[src/rtl/core/utv_pkg.sv]
// Shared types and constants for the UTF-8 text validator.
`timescale 1ns / 1ps

package utv_pkg;

	localparam int COUNT_WIDTH_DEF = 16;
	localparam int CFG_W           = 16;
	localparam int CFG_INDEX_W     = 2;
	localparam int CHAR_OUT_W      = 16;

	localparam logic [CFG_W-1:0] MAX_TEXT_BYTES_RST = 16'd1024;
	localparam logic [CFG_W-1:0] MAX_CHARS_RST      = 16'd256;

	localparam logic [CFG_INDEX_W-1:0] CFG_MAX_TEXT_BYTES = 2'd0;
	localparam logic [CFG_INDEX_W-1:0] CFG_MAX_CHARS      = 2'd1;

	// Constraint on the byte after a lead byte.
	typedef enum logic [2:0] {
		RULE_NONE   = 3'd0,
		RULE_MIN_A0 = 3'd1,
		RULE_MAX_9F = 3'd2,
		RULE_MIN_90 = 3'd3,
		RULE_MAX_8F = 3'd4
	} rule_t;

	typedef enum logic [1:0] {
		STAT_OK        = 2'd0,
		STAT_BYTES     = 2'd1,
		STAT_MALFORMED = 2'd2,
		STAT_CHARS     = 2'd3
	} status_t;

	typedef struct packed {
		logic [1:0] pending;
		rule_t      rule;
		logic       malformed;
	} scan_t;

	typedef struct packed {
		logic                  text_valid;
		logic [CHAR_OUT_W-1:0] char_count;
		status_t               status;
	} result_t;

endpackage

[src/rtl/core/utv_byte_check.sv]
// Per-byte UTF-8 decode: next scan state and character-complete flag.
`timescale 1ns / 1ps

module utv_byte_check (
	input  logic [7:0]    data_byte,
	input  utv_pkg::scan_t scan,
	output utv_pkg::scan_t scan_next,
	output logic          char_done
);

	logic rule_ok;

	always_comb begin
		case (scan.rule)
			utv_pkg::RULE_MIN_A0: rule_ok = (data_byte >= 8'ha0);
			utv_pkg::RULE_MAX_9F: rule_ok = (data_byte <  8'ha0);
			utv_pkg::RULE_MIN_90: rule_ok = (data_byte >= 8'h90);
			utv_pkg::RULE_MAX_8F: rule_ok = (data_byte <  8'h90);
			default:              rule_ok = 1'b1;
		endcase
	end

	always_comb begin
		scan_next = scan;
		char_done = 1'b0;
		if (scan.malformed) begin
			// fault latched: bytes only counted until end of text
		end else if (scan.pending != 2'd0) begin
			if (data_byte[7:6] != 2'b10 || !rule_ok) begin
				scan_next.malformed = 1'b1;
			end else begin
				scan_next.rule    = utv_pkg::RULE_NONE;
				scan_next.pending = scan.pending - 2'd1;
				char_done         = (scan.pending == 2'd1);
			end
		end else if (!data_byte[7]) begin
			// ASCII: controls below 0x20 rejected except tab and newline
			if (data_byte >= 8'd32 || data_byte == 8'h0a || data_byte == 8'h09) begin
				char_done = 1'b1;
			end else begin
				scan_next.malformed = 1'b1;
			end
		end else begin
			scan_next.rule = utv_pkg::RULE_NONE;
			if (data_byte >= 8'hc2 && data_byte <= 8'hdf) begin
				scan_next.pending = 2'd1;
			end else if (data_byte >= 8'he0 && data_byte <= 8'hef) begin
				scan_next.pending = 2'd2;
				if (data_byte == 8'he0) begin
					scan_next.rule = utv_pkg::RULE_MIN_A0;
				end else if (data_byte == 8'hed) begin
					scan_next.rule = utv_pkg::RULE_MAX_9F;
				end
			end else if (data_byte >= 8'hf0 && data_byte <= 8'hf4) begin
				scan_next.pending = 2'd3;
				if (data_byte == 8'hf0) begin
					scan_next.rule = utv_pkg::RULE_MIN_90;
				end else if (data_byte == 8'hf4) begin
					scan_next.rule = utv_pkg::RULE_MAX_8F;
				end
			end else begin
				scan_next.malformed = 1'b1;
			end
		end
	end

endmodule

[src/rtl/core/utf8_text_validator_unit.sv]
// Top level of the UTF-8 text validator with character count.
`timescale 1ns / 1ps

// Channel   Dir  Handshake            Payload
// input     in   in_valid / in_stall  data_byte[7:0] (zero ends the text)
// output    out  out_valid/ out_stall text_valid, char_count[15:0], status[1:0]
// config    in   cfg_we               cfg_index[1:0], cfg_data[15:0]
//
// One byte per cycle while in_stall is low. A non-zero byte updates the scan
// state and counters in the cycle it is accepted; a zero byte writes the result
// to the output register at the same edge, or to the skid register on a stall.
// The output register is backed by a one-entry skid register; in_stall rises
// only while the skid register is full.
// Reset (arst_n low) clears scan state, counters and the valid flags of both
// output stages and loads the limits with 1024 bytes and 256 characters.

module utf8_text_validator_unit #(
	parameter int COUNT_WIDTH = utv_pkg::COUNT_WIDTH_DEF
) (
	input  logic                                clk,
	input  logic                                arst_n,
	input  logic                                in_valid,
	output logic                                in_stall,
	input  logic [7:0]                          data_byte,
	output logic                                out_valid,
	input  logic                                out_stall,
	output logic                                text_valid,
	output logic [utv_pkg::CHAR_OUT_W-1:0]      char_count,
	output logic [1:0]                          status,
	input  logic                                cfg_we,
	input  logic [utv_pkg::CFG_INDEX_W-1:0]     cfg_index,
	input  logic [utv_pkg::CFG_W-1:0]           cfg_data
);

	// compare width covers both the counters and the 16-bit limits
	localparam int CMP_W = (COUNT_WIDTH > utv_pkg::CFG_W) ? COUNT_WIDTH : utv_pkg::CFG_W;

	logic [utv_pkg::CFG_W-1:0] max_bytes_q;
	logic [utv_pkg::CFG_W-1:0] max_chars_q;

	utv_pkg::scan_t            scan_q;
	utv_pkg::scan_t            scan_next;
	logic                      char_done;
	logic [COUNT_WIDTH-1:0]    byte_total_q;
	logic [COUNT_WIDTH-1:0]    char_total_q;

	utv_pkg::result_t          result;
	utv_pkg::status_t          stat;
	utv_pkg::result_t          out_q;
	utv_pkg::result_t          skid_q;
	logic                      out_valid_q;
	logic                      skid_valid_q;

	logic                      in_xact;
	logic                      end_of_text;
	logic                      out_ready;

	assign in_stall    = skid_valid_q;
	assign in_xact     = in_valid && !skid_valid_q;
	assign end_of_text = in_xact && (data_byte == 8'd0);
	assign out_ready   = !out_valid_q || !out_stall;

	// Limit registers; writes to unused indexes are dropped.
	always_ff @(posedge clk or negedge arst_n) begin
		if (!arst_n) begin
			max_bytes_q <= utv_pkg::MAX_TEXT_BYTES_RST;
			max_chars_q <= utv_pkg::MAX_CHARS_RST;
		end else if (cfg_we) begin
			case (cfg_index)
				utv_pkg::CFG_MAX_TEXT_BYTES: max_bytes_q <= cfg_data;
				utv_pkg::CFG_MAX_CHARS:      max_chars_q <= cfg_data;
				default: ;
			endcase
		end
	end

	utv_byte_check u_byte_check (
		.data_byte (data_byte),
		.scan      (scan_q),
		.scan_next (scan_next),
		.char_done (char_done)
	);

	// Scan state and saturating counters; all cleared on end of text.
	always_ff @(posedge clk or negedge arst_n) begin
		if (!arst_n) begin
			scan_q       <= '{pending: 2'd0, rule: utv_pkg::RULE_NONE, malformed: 1'b0};
			byte_total_q <= '0;
			char_total_q <= '0;
		end else if (end_of_text) begin
			scan_q       <= '{pending: 2'd0, rule: utv_pkg::RULE_NONE, malformed: 1'b0};
			byte_total_q <= '0;
			char_total_q <= '0;
		end else if (in_xact) begin
			scan_q <= scan_next;
			if (byte_total_q != '1) begin
				byte_total_q <= byte_total_q + 1'b1;
			end
			if (char_done && char_total_q != '1) begin
				char_total_q <= char_total_q + 1'b1;
			end
		end
	end

	// Verdict: byte limit first, then encoding, then character limit.
	always_comb begin
		if (CMP_W'(byte_total_q) >= CMP_W'(max_bytes_q)) begin
			stat = utv_pkg::STAT_BYTES;
		end else if (scan_q.malformed || scan_q.pending != 2'd0) begin
			stat = utv_pkg::STAT_MALFORMED;
		end else if (CMP_W'(char_total_q) > CMP_W'(max_chars_q)) begin
			stat = utv_pkg::STAT_CHARS;
		end else begin
			stat = utv_pkg::STAT_OK;
		end

		result.text_valid = (stat == utv_pkg::STAT_OK);
		result.status     = stat;
		if (stat == utv_pkg::STAT_OK || stat == utv_pkg::STAT_CHARS) begin
			if (CMP_W'(char_total_q) > CMP_W'({utv_pkg::CHAR_OUT_W{1'b1}})) begin
				result.char_count = '1;
			end else begin
				result.char_count = utv_pkg::CHAR_OUT_W'(char_total_q);
			end
		end else begin
			result.char_count = '0;
		end
	end

	// Output register plus skid register.
	always_ff @(posedge clk or negedge arst_n) begin
		if (!arst_n) begin
			out_valid_q  <= 1'b0;
			skid_valid_q <= 1'b0;
		end else if (out_ready) begin
			if (skid_valid_q) begin
				out_valid_q  <= 1'b1;
				skid_valid_q <= 1'b0;
			end else begin
				out_valid_q <= end_of_text;
			end
		end else if (end_of_text) begin
			skid_valid_q <= 1'b1;
		end
	end

	always_ff @(posedge clk) begin
		if (out_ready) begin
			if (skid_valid_q) begin
				out_q <= skid_q;
			end else if (end_of_text) begin
				out_q <= result;
			end
		end else if (end_of_text) begin
			skid_q <= result;
		end
	end

	assign out_valid  = out_valid_q;
	assign text_valid = out_q.text_valid;
	assign char_count = out_q.char_count;
	assign status     = out_q.status;

endmodule
[config.mk]
export PLATFORM = sky130hd
export DESIGN_NAME = utf8_text_validator_unit
export DESIGN_NICKNAME = d
export VERILOG_FILES = /design/src/rtl/core/utv_pkg.sv /design/src/rtl/core/utv_byte_check.sv /design/src/rtl/core/utf8_text_validator_unit.sv
export SDC_FILE = /design/constraint.sdc
export NUM_CORES = 1
export LEC_CHECK = 0
export BUFFER_PORTS_ARGS = -buffer_cell sky130_fd_sc_hd__buf_2
export CAP_MARGIN = 10
export CORE_UTILIZATION = 40
export CTS_CLUSTER_DIAMETER = 100
export DETAILED_ROUTE_END_ITERATION = 6
export HOLD_SLACK_MARGIN = 0.15
export PLACE_DENSITY = 0.64
export SLEW_MARGIN = 25
export SYNTH_ARGS = -nofsm -noshare
export SYNTH_HDL_FRONTEND = slang
export SYNTH_HIERARCHICAL = 1
export SYNTH_SLANG_ARGS = --single-unit
[constraint.sdc]
create_clock -name clk -period 3.5 [get_ports clk]
set_input_delay 0.7 -clock clk [delete_from_list [all_inputs] [get_ports clk]]
set_output_delay 0.7 -clock clk [all_outputs]
set_load 0.02 [all_outputs]
---- Yosys cells after proc, flatten, opt, wreduce, memory -nomap -nowiden ----
Index checks and enable logic that the tools add are counted.
storage, ports and cells
  flip-flop bits (word level) ............. 110
  latch bits .............................. 0
  RAM bits ................................ 0
  memory bits (read-only) ................. 0
  memories ................................ 0
cells by class
  add/sub/neg operators ................... 3
  multiply operators ...................... 0
  div/mod/pow operators ................... 0
  magnitude comparators ................... 14
  eq/ne operators ......................... 18
  shift operators ......................... 0
  muxes and demuxes ....................... 41
  bitwise logic cells ..................... 1
  reduce and logical (&&, ||, !) cells .... 35
operator list
  operator                                                number
  two-way mux 16 bit                                      8
  >= comparator 8 bit (second input constant)             5
  two-way mux 19 bit                                      2
  adder 16 x 1 -> 16 bit (second input constant)          2
  == test 8 bit (second input constant)                   4
  inequality test 16 bit (second input constant)          2
  <= comparator 8 bit (second input constant)             3
  two-way mux 6 bit                                       4
  two-way mux 5 bit                                       4
  == test 8 x 4 -> 1 bit (second input constant)          2
  >= comparator 16 bit                                    1
  greater-than comparator 16 bit                          1
  greater-than comparator 16 bit (second input constant)  1
  less-than comparator 8 bit (second input constant)      2
  two-way mux 1 bit                                       13
  AND reduction 2 bit                                     6
  nonzero test 2 bit                                      6
  two-way mux 2 bit                                       5
  two-way mux 3 bit                                       3
  >= comparator 8 x 6 -> 1 bit (second input constant)    1
  zero test 8 bit                                         1
  == test 3 x 2 -> 1 bit (second input constant)          2
  logical AND 1 bit                                       6
  logical OR 1 bit                                        6
  other kinds (17)                                        22

---- Depth between registers and ports, before layout ----
Gate-level depths: netlist of the first run.
  word-level depth ........................ 11
  depth in mapped cells ................... 12
  mapped depth without buffers ............ 11

---- Modules after synthesis ----
Netlist of the first run, hierarchy kept.
by module, submodules not included
  module                    instances  cells an instance  area each (um2)  seq. area each (um2)
  utf8_text_validator_unit  1          487                5422.7           2945.3
  utv_byte_check            1          64                 424.2            0.0

---- Worst setup path before layout of the first run ----
No wires, ideal clock.
  path kind ............................... register to register
  start ................................... reg char_total_q[13]
  end ..................................... reg out_q (netlist bit char_count[12]) (data pin)
  library setup time ...................... 0.260 ns
  arrival time ............................ 2.877 ns
  data required time ...................... 3.240 ns
  setup slack ............................. 0.364 ns
  cell stages (with the launch flop) ...... 12
  path buffers ............................ 1
  period minus slack after synthesis ...... 3.136 ns
  path through ............................ dfrtp_1 > ha_1 > nand4_1 > nor4_1 > a21boi_0 > a211o_1 > a21boi_1 > or2_2 > ha_1 > buf_1 > nor2b_1 > mux2_2
RTL lines
  item                      RTL line                         source
  start: declaration        utf8_text_validator_unit.sv:45   logic [COUNT_WIDTH-1:0] char_total_q;
  start signal: assignment  utf8_text_validator_unit.sv:100  char_total_q <= char_total_q + 1'b1;
  end signal: assignment    utf8_text_validator_unit.sv:150  out_q <= skid_q;
  end signal: assignment    utf8_text_validator_unit.sv:152  out_q <= result;
  end: declaration          utf8_text_validator_unit.sv:49   utv_pkg::result_t out_q;

==> impl_metrics.tcl, run 1 <==
set metrics [dict create \
    status "completed" \
    die_area_sq_um 15100 \
    yosysUniqueCellTypes 59 \
    ys_async_sr_fraction_pct 65.5 \
    cts_buffer_depth 2 \
    holdBufCountCts 0 \
    clkSlewWorstSetupHoldPaths_ps 80 \
    clock-sinks 110 \
    worstSetupEndpoint "char_count[3]" \
    arrival_ps 3370 \
    viasPerCell 5.25 \
    ys_ff_latch 110 \
    wl_per_cell_um 15.1 \
    n_antenna_cell 0 \
    grt_pass1_wl_um 19900 \
    r2r_start "char_total_q[13]" \
    final_layout_size_suffix_gt1_share_pct 21.4 \
    drtIter0Drc 261 \
    crit_type "flip-flop to flip-flop" \
    final.setup.tns_ps 0 \
    drtPass1Iterations 5 \
    finalCritPeriodShare_pct 93.2 \
    area_growth_pct 13.8 \
    initial_core_util_pct 41.5 \
    period_minus_slack_ps 3260 \
    clkLatencyLatePin_ps 360 \
    syn-instance-count 551 \
    clock_skew_ps 7.82 \
    hold_viol 0 \
    nets 675 \
    p_leak_nw 2.85 \
    overflow 0 \
    dp_hpwl_um 8850 \
    yosysSeqAreaShare_pct 50.4 \
    dieHeight_um 123 \
    tritoncts "done" \
    hold_class "primary input to async pin" \
    maxSlewViolCount 0 \
    powerDensity_nw_per_um2 492 \
    tightest_slew_ps 876 \
    cts_made_buffers 9 \
    finalSetupViolCount 0 \
    num_rows 43 \
    drt_drc_violations_left 0 \
    maxCapViolCount 0 \
    vias 4159 \
    cp-end-kind "flip-flop" \
    antenna_found_initial 0 \
    ir_worst_vdd_mv 0.284 \
    synth_ff_type "dfrtp_1" \
    grt_max_degree 73 \
    antenna_left 0 \
    synth_edf_count 38 \
    htreeDepth 3 \
    crit_top_cell "ha_1" \
    portBuffers 51 \
    clockRootBuffer "clkbuf_16" \
    r2r-end "char_count[3]" \
    finalWirelength_um 12000 \
    num_io_pins 52 \
    ff2ff_setup_slack_ps 240 \
    slowest_delay_ps 440 \
    slew_headroom_pct 41.4 \
    grt_pass1_vias 4020 \
    start_kind "flip-flop" \
    critPathRequiredTime_ps 3610 \
    gp_congestion 0.864 \
    grt_usage_pct 17.2 \
    fmax_mhz 307 \
    synth_fp_nets 619 \
    worstPathMaxFanout 17 \
    rsz0062_at_grt "false" \
    die_w_um 123 \
    cp_slowest_cell "dfrtp_1" \
    avgSynthCellArea_sq_um 10.6 \
    synth_area_sq_um 5850 \
    core-area_sq_um 14100 \
    reg2regPathDepth 11 \
    yosysWarnings 6 \
    crit_chain "ha_1, nand4_1, nor4_2, a21boi_0, a211o_1, a21boi_1, or2_2, ha_1, buf_4, nor2b_1, mux2_2" \
    crit_start "char_total_q[13]" \
    final_util_pct 47.2 \
]
metrics by stage:
stage,cells,area (sq um),power [mW],hold WS [ps],setup slack (ps)
6_report,792,6650,3.28,385,239
2_1_floorplan,551,5850,2.10,404,364
4_1_cts,791,6630,3.30,510,190
5_1_grt,792,6650,3.48,431,62.7
3_5_place_dp,775,6340,2.32,494,212
3_3_place_gp,775,6340,2.28,493,345
how the worst min path moves through the flow:
stage                      endpoint  depth (start not counted)            start
floorplan           byte_total_q[0]                          0           arst_n
CTS                 max_chars_q[10]                          1  max_chars_q[10]
global placement     max_chars_q[4]                          1   max_chars_q[4]
detailed placement  max_chars_q[10]                          1  max_chars_q[10]
finish               max_chars_q[4]                          2           arst_n
global route        byte_total_q[5]                          2           arst_n
worst max-delay path: cells and delay by family, from the launching register on:
kind / cells / cell delay, ps
AND/OR/NAND/NOR: 4 / 1010
adder cells (fa/ha/maj): 2 / 600
AO/OA/AOI/OAI: 3 / 480
flip-flops: 1 / 440
multiplexers: 1 / 270
buffers and inverters: 1 / 210
placed cells by master, fill, tap and decap left out, drive strengths merged, types with 2 or more instances in the layout:
master  count
clkbuf     10
nor3       12
a21boi      3
o21ai      33
mux2i       2
buf        64
nor3b       2
xnor2      12
nor2       44
nand2b      3
ha         37
and3        5
dfrtp      70
dfstp       2
o31ai       4
inv        42
and4        4
nor2b      18
a211oi      2
nand3      10
nor4        8
a21o        3
or2         2
or3         3
a31oi       2
mux2       34
nand2      57
nand3b      3
edfxtp     38
and2        2
nand4      15
xor2       15
o21a        3
a22o        3
nor4b       2
a21oi      26
clkinv      2
a41oi       2
cells in the mapped netlist, drive strengths merged, types with 4 or more instances:
library cell	count	share of area, %
o21ai	33	2.8
nand3	10	0.86
dfrtp	70	30
ha	37	7.9
buf	5	0.49
mux2	34	6.5
edfxtp	38	20
nor2	44	2.9
nor4	8	1.4
and4	4	0.60
a21oi	26	2.2
inv	39	2.5
xnor2	12	1.8
nand2	57	3.7
nor3	12	1.0
nand4	15	1.6
and3	5	0.53
o31ai	4	0.51
nor2b	18	1.9
clkbuf	14	0.90
xor2	15	2.2
registers in the layout (all words and copies together) (netlist names):
| register | cells |
|---|---|
| scan_q | 6 |
| out_valid | 1 |
| skid_q | 19 |
| max_bytes_q | 16 |
| text_valid | 1 |
| max_chars_q | 16 |
| byte_total_q | 16 |
| status | 2 |
| char_total_q | 16 |
| char_count | 16 |
| in_stall | 1 |
report_power, final:
part / switching [mW] / leakage [nW] / internal [mW]
combinational: 0.389 / 1.48 / 0.305
sequential: 0.126 / 1.23 / 1.47
clock: 0.488 / 0.136 / 0.496
total: 1.00 / 2.85 / 2.27
kinds of logic after synthesis:
kind of cell,Yosys count,synth area share (%)
flip-flops,110,50.4
AO/OA/AOI/OAI,88,9.33
buffers and inverters,58,3.89
XOR/XNOR,27,4.04
multiplexers,36,6.89
adder cells (fa/ha/maj),37,7.92
AND/OR/NAND/NOR,195,17.5
timing repair:
action | CTS | global route
setup buffers | 0 | 0
endpoints found under the hold margin | 0 | 0
resized for setup | 0 | 1
setup endpoints to repair | 0 | 3
layer usage:
metal | global-route usage, % | routed length (um)
met1 | 21.4 | 5440
met2 | 29.4 | 5940
met3 | 3.60 | 388
met4 | 5.95 | 225
met5 | 0 | 0
area by class of cell:
| class | count | area [sq um] |
|---|---|---|
| Timing Repair Buffer | 64 | 365 |
| Tap cell | 180 | 225 |
| Fill cell | 1275 | 7440 |
| Sequential cell | 110 | 2950 |
| Inverter | 39 | 146 |
| Clock inverter | 6 | 53.8 |
| Clock buffer | 10 | 229 |
| Multi-Input combinational cell | 383 | 2690 |
Note: power is estimated with default switching activity, not from simulation.
==> inputs of run 2 (changes only) <==
Settings changed: CORE_UTILIZATION 40 to 51, PLACE_DENSITY 0.64 to 0.77, SYNTH_HIERARCHICAL 1 to default.
==> run 2 against run 1 <==
Effect of this change: combinational power is 17% lower; critical path depth decreased by 1; fmax is 2.0% higher; final area down 2.0%; setup slack gained 63 ps; core utilization grew 12 points; largest power group unchanged; critical endpoint is now char_count[12]; final cell count decreased by 6.3%; first-iteration DRC count is 17% lower; sequential power fell by 4%; highest routed layer unchanged.
==> impl_metrics.tcl, run 2 <==
set metrics [dict create \
    largest_register "skid_q" \
    crit_type "flip-flop to flip-flop" \
    die_area_sq_um 11800 \
    synth_top_area_share_pct 30.2 \
    drt_drc_violations_left 0 \
    cp_slowest_cell "ha_1" \
    drtIter0Drc 217 \
    clock_skew_ps 11.3 \
    placed_cells 726 \
    clkSlewWorstSetupHoldPaths_ps 80 \
    yosysSeqAreaShare_pct 50.7 \
    hold_slack_ps 186 \
    holdBufCountCts 0 \
    final_cell_mix "dfrtp_1 (70), nand2_1 (51), buf_2 (51), inv_1 (48), nor2_1 (48)" \
    grt_usage_pct 21.6 \
    num_rows 38 \
    final_common_cell "dfrtp_1" \
    maxCapViolCount 0 \
    clkLatencyLatePin_ps 350 \
    wl_per_cell_um 15.9 \
    ir_worst_vdd_mv 0.291 \
    grt_pass1_vias 4098 \
    n_antenna_cell 0 \
    yosysMostFrequentCell "dfrtp_1" \
    drtPass1Iterations 4 \
    final_cells 742 \
    largest_reg_flops 19 \
    ff2ff_setup_slack_ps 300 \
    period_minus_slack_ps 3200 \
    powerDensity_nw_per_um2 474 \
    avgSynthCellArea_sq_um 10.7 \
    multi_input_area_sq_um 2610 \
    final_layout_size_suffix_gt1_share_pct 19.9 \
    dp_slack_ps 308 \
    fillers 909 \
    hold_class "primary input to async pin" \
    finalCritPeriodShare_pct 91.4 \
    status "completed" \
    htreeDepth 3 \
    synth_common_cells "dfrtp_1 (70), nand2_1 (51), inv_1 (48), nor2_1 (48), edfxtp_1 (38)" \
    syn-instance-count 543 \
    grt_max_degree 65 \
    ys_async_sr_fraction_pct 65.5 \
    finalWorstSetupSlack_ps 302 \
    finalPower_mw 3.09 \
    critPathRequiredTime_ps 3610 \
    clockRootBuffer "clkbuf_16" \
    cts_buffer_depth 2 \
    hold_viol 0 \
    regArea_sq_um 2950 \
    rsz0062_at_grt "false" \
    viasPerCell 5.64 \
    synth_area_leader_cell "dfrtp_1" \
    yosysWarnings 0 \
    portBuffers 51 \
    dp_hpwl_um 8670 \
    dieHeight_um 109 \
    finalWirelength_um 11800 \
    maxSlewViolCount 0 \
    antenna_left 0 \
    crit_chain "inv_1, ha_1, a21o_1, a21oi_1, a21oi_1, a211oi_1, o31ai_1, ha_1, nor2b_1, mux2_2" \
    initial_core_util_pct 52.9 \
    grt_pass1_wl_um 19600 \
    area_growth_pct 12.3 \
    final.setup.tns_ps 0 \
    synth_area_sq_um 5810 \
    gp_congestion 0.912 \
    die_w_um 109 \
    tritoncts "done" \
    core-area_sq_um 11000 \
    overflow 0 \
    worstPathMaxFanout 15 \
    cts_made_buffers 9 \
    synth_ff_type "dfrtp_1" \
    nets 663 \
    post_cts.repair.setup_buffers 0 \
    arrival_ps 3310 \
    yosysUniqueCellTypes 59 \
    clock-sinks 110 \
    vias 4187 \
    cp-end-kind "flip-flop" \
    synth_fp_nets 609 \
    ys_top_cells_by_area "dfrtp_1 (30%), edfxtp_1 (20%), ha_1 (7.5%)" \
    num_io_pins 52 \
    p_leak_nw 2.79 \
    cts_resized 0 \
    ys_ff_latch 110 \
    antenna_found_initial 0 \
    synth_edf_count 38 \
    fmax_mhz 313 \
    finalSetupViolCount 0 \
    start_kind "flip-flop" \
    slew_headroom_pct 42.9 \
    tightest_slew_ps 855 \
    slowest_delay_ps 630 \
]
[run 2: cell count changes in the layout (fill, tap and decap cells not counted), moves of 4 or more]
cell,before,now
nor2_1,43,48
xor2_1,15,6
a211oi_1,2,10
xnor2_1,12,18
nand2_1,57,51
nand3_1,10,14
nor2b_1,18,14
nor3_1,12,4
o21ai_0,32,28
mux2_2,34,29
inv_1,39,48
[run 2: final timing paths]
path,startpoint,endpoint,cells after the start
worst max-delay path,max_bytes_q[10],char_count[12],10
worst min-delay path,arst_n,byte_total_q[5],1
worst max register to register,max_bytes_q[10],char_count[12],10
worst min register to register,max_chars_q[2],max_chars_q[2],1
max in group asynchronous,arst_n,max_chars_q[15],2
min in group clk,max_chars_q[2],max_chars_q[2],1
[run 2: cells by family after synthesis]
logic type	synth area share, %
simple gates	14.7
mux	6.31
xor+xnor	3.62
buf+inv	4.42
compound gates	12.7
flops	50.7
fa+ha+maj	7.54
[run 2: stage by stage]
stage | area (sq um) | util, %
finish | 6520 | 59.4
global placement | 6240 | 56.8
floorplan | 5810 | -
global route | 6520 | 59.4
CTS | 6520 | 59.4
detailed placement | 6240 | 56.8
[run 2: per-layer routing]
layer	track usage (%)	wire length [um]
met1	28.4	5420
met5	0	0
met2	36.5	5680
met3	2.93	453
met4	7.53	224
[run 2: worst max-delay path: cells and delay by family, from the launching register on]
kind | cells | cell delay, ps
compound gates | 5 | 1020
fa+ha+maj | 2 | 960
buf+inv | 1 | 50
flops | 1 | 510
mux | 1 | 280
simple gates | 1 | 120
[run 2: layout make-up]
type / instances / area share [%]
Clock buffer: 9 / 3.45
Clock inverter: 7 / 0.844
Inverter: 48 / 2.76
Multi-Input combinational cell: 367 / 40.0
Sequential cell: 110 / 45.1
Tap cell: 140 / 2.69
Timing Repair Buffer: 61 / 5.06
[run 2: where the power goes]
part / leakage, nW / total [mW] / switching [mW] / internal [mW]
clock network: 0.133 / 0.979 / 0.487 / 0.491
registers: 1.22 / 1.54 / 0.0840 / 1.45
logic: 1.43 / 0.573 / 0.326 / 0.247
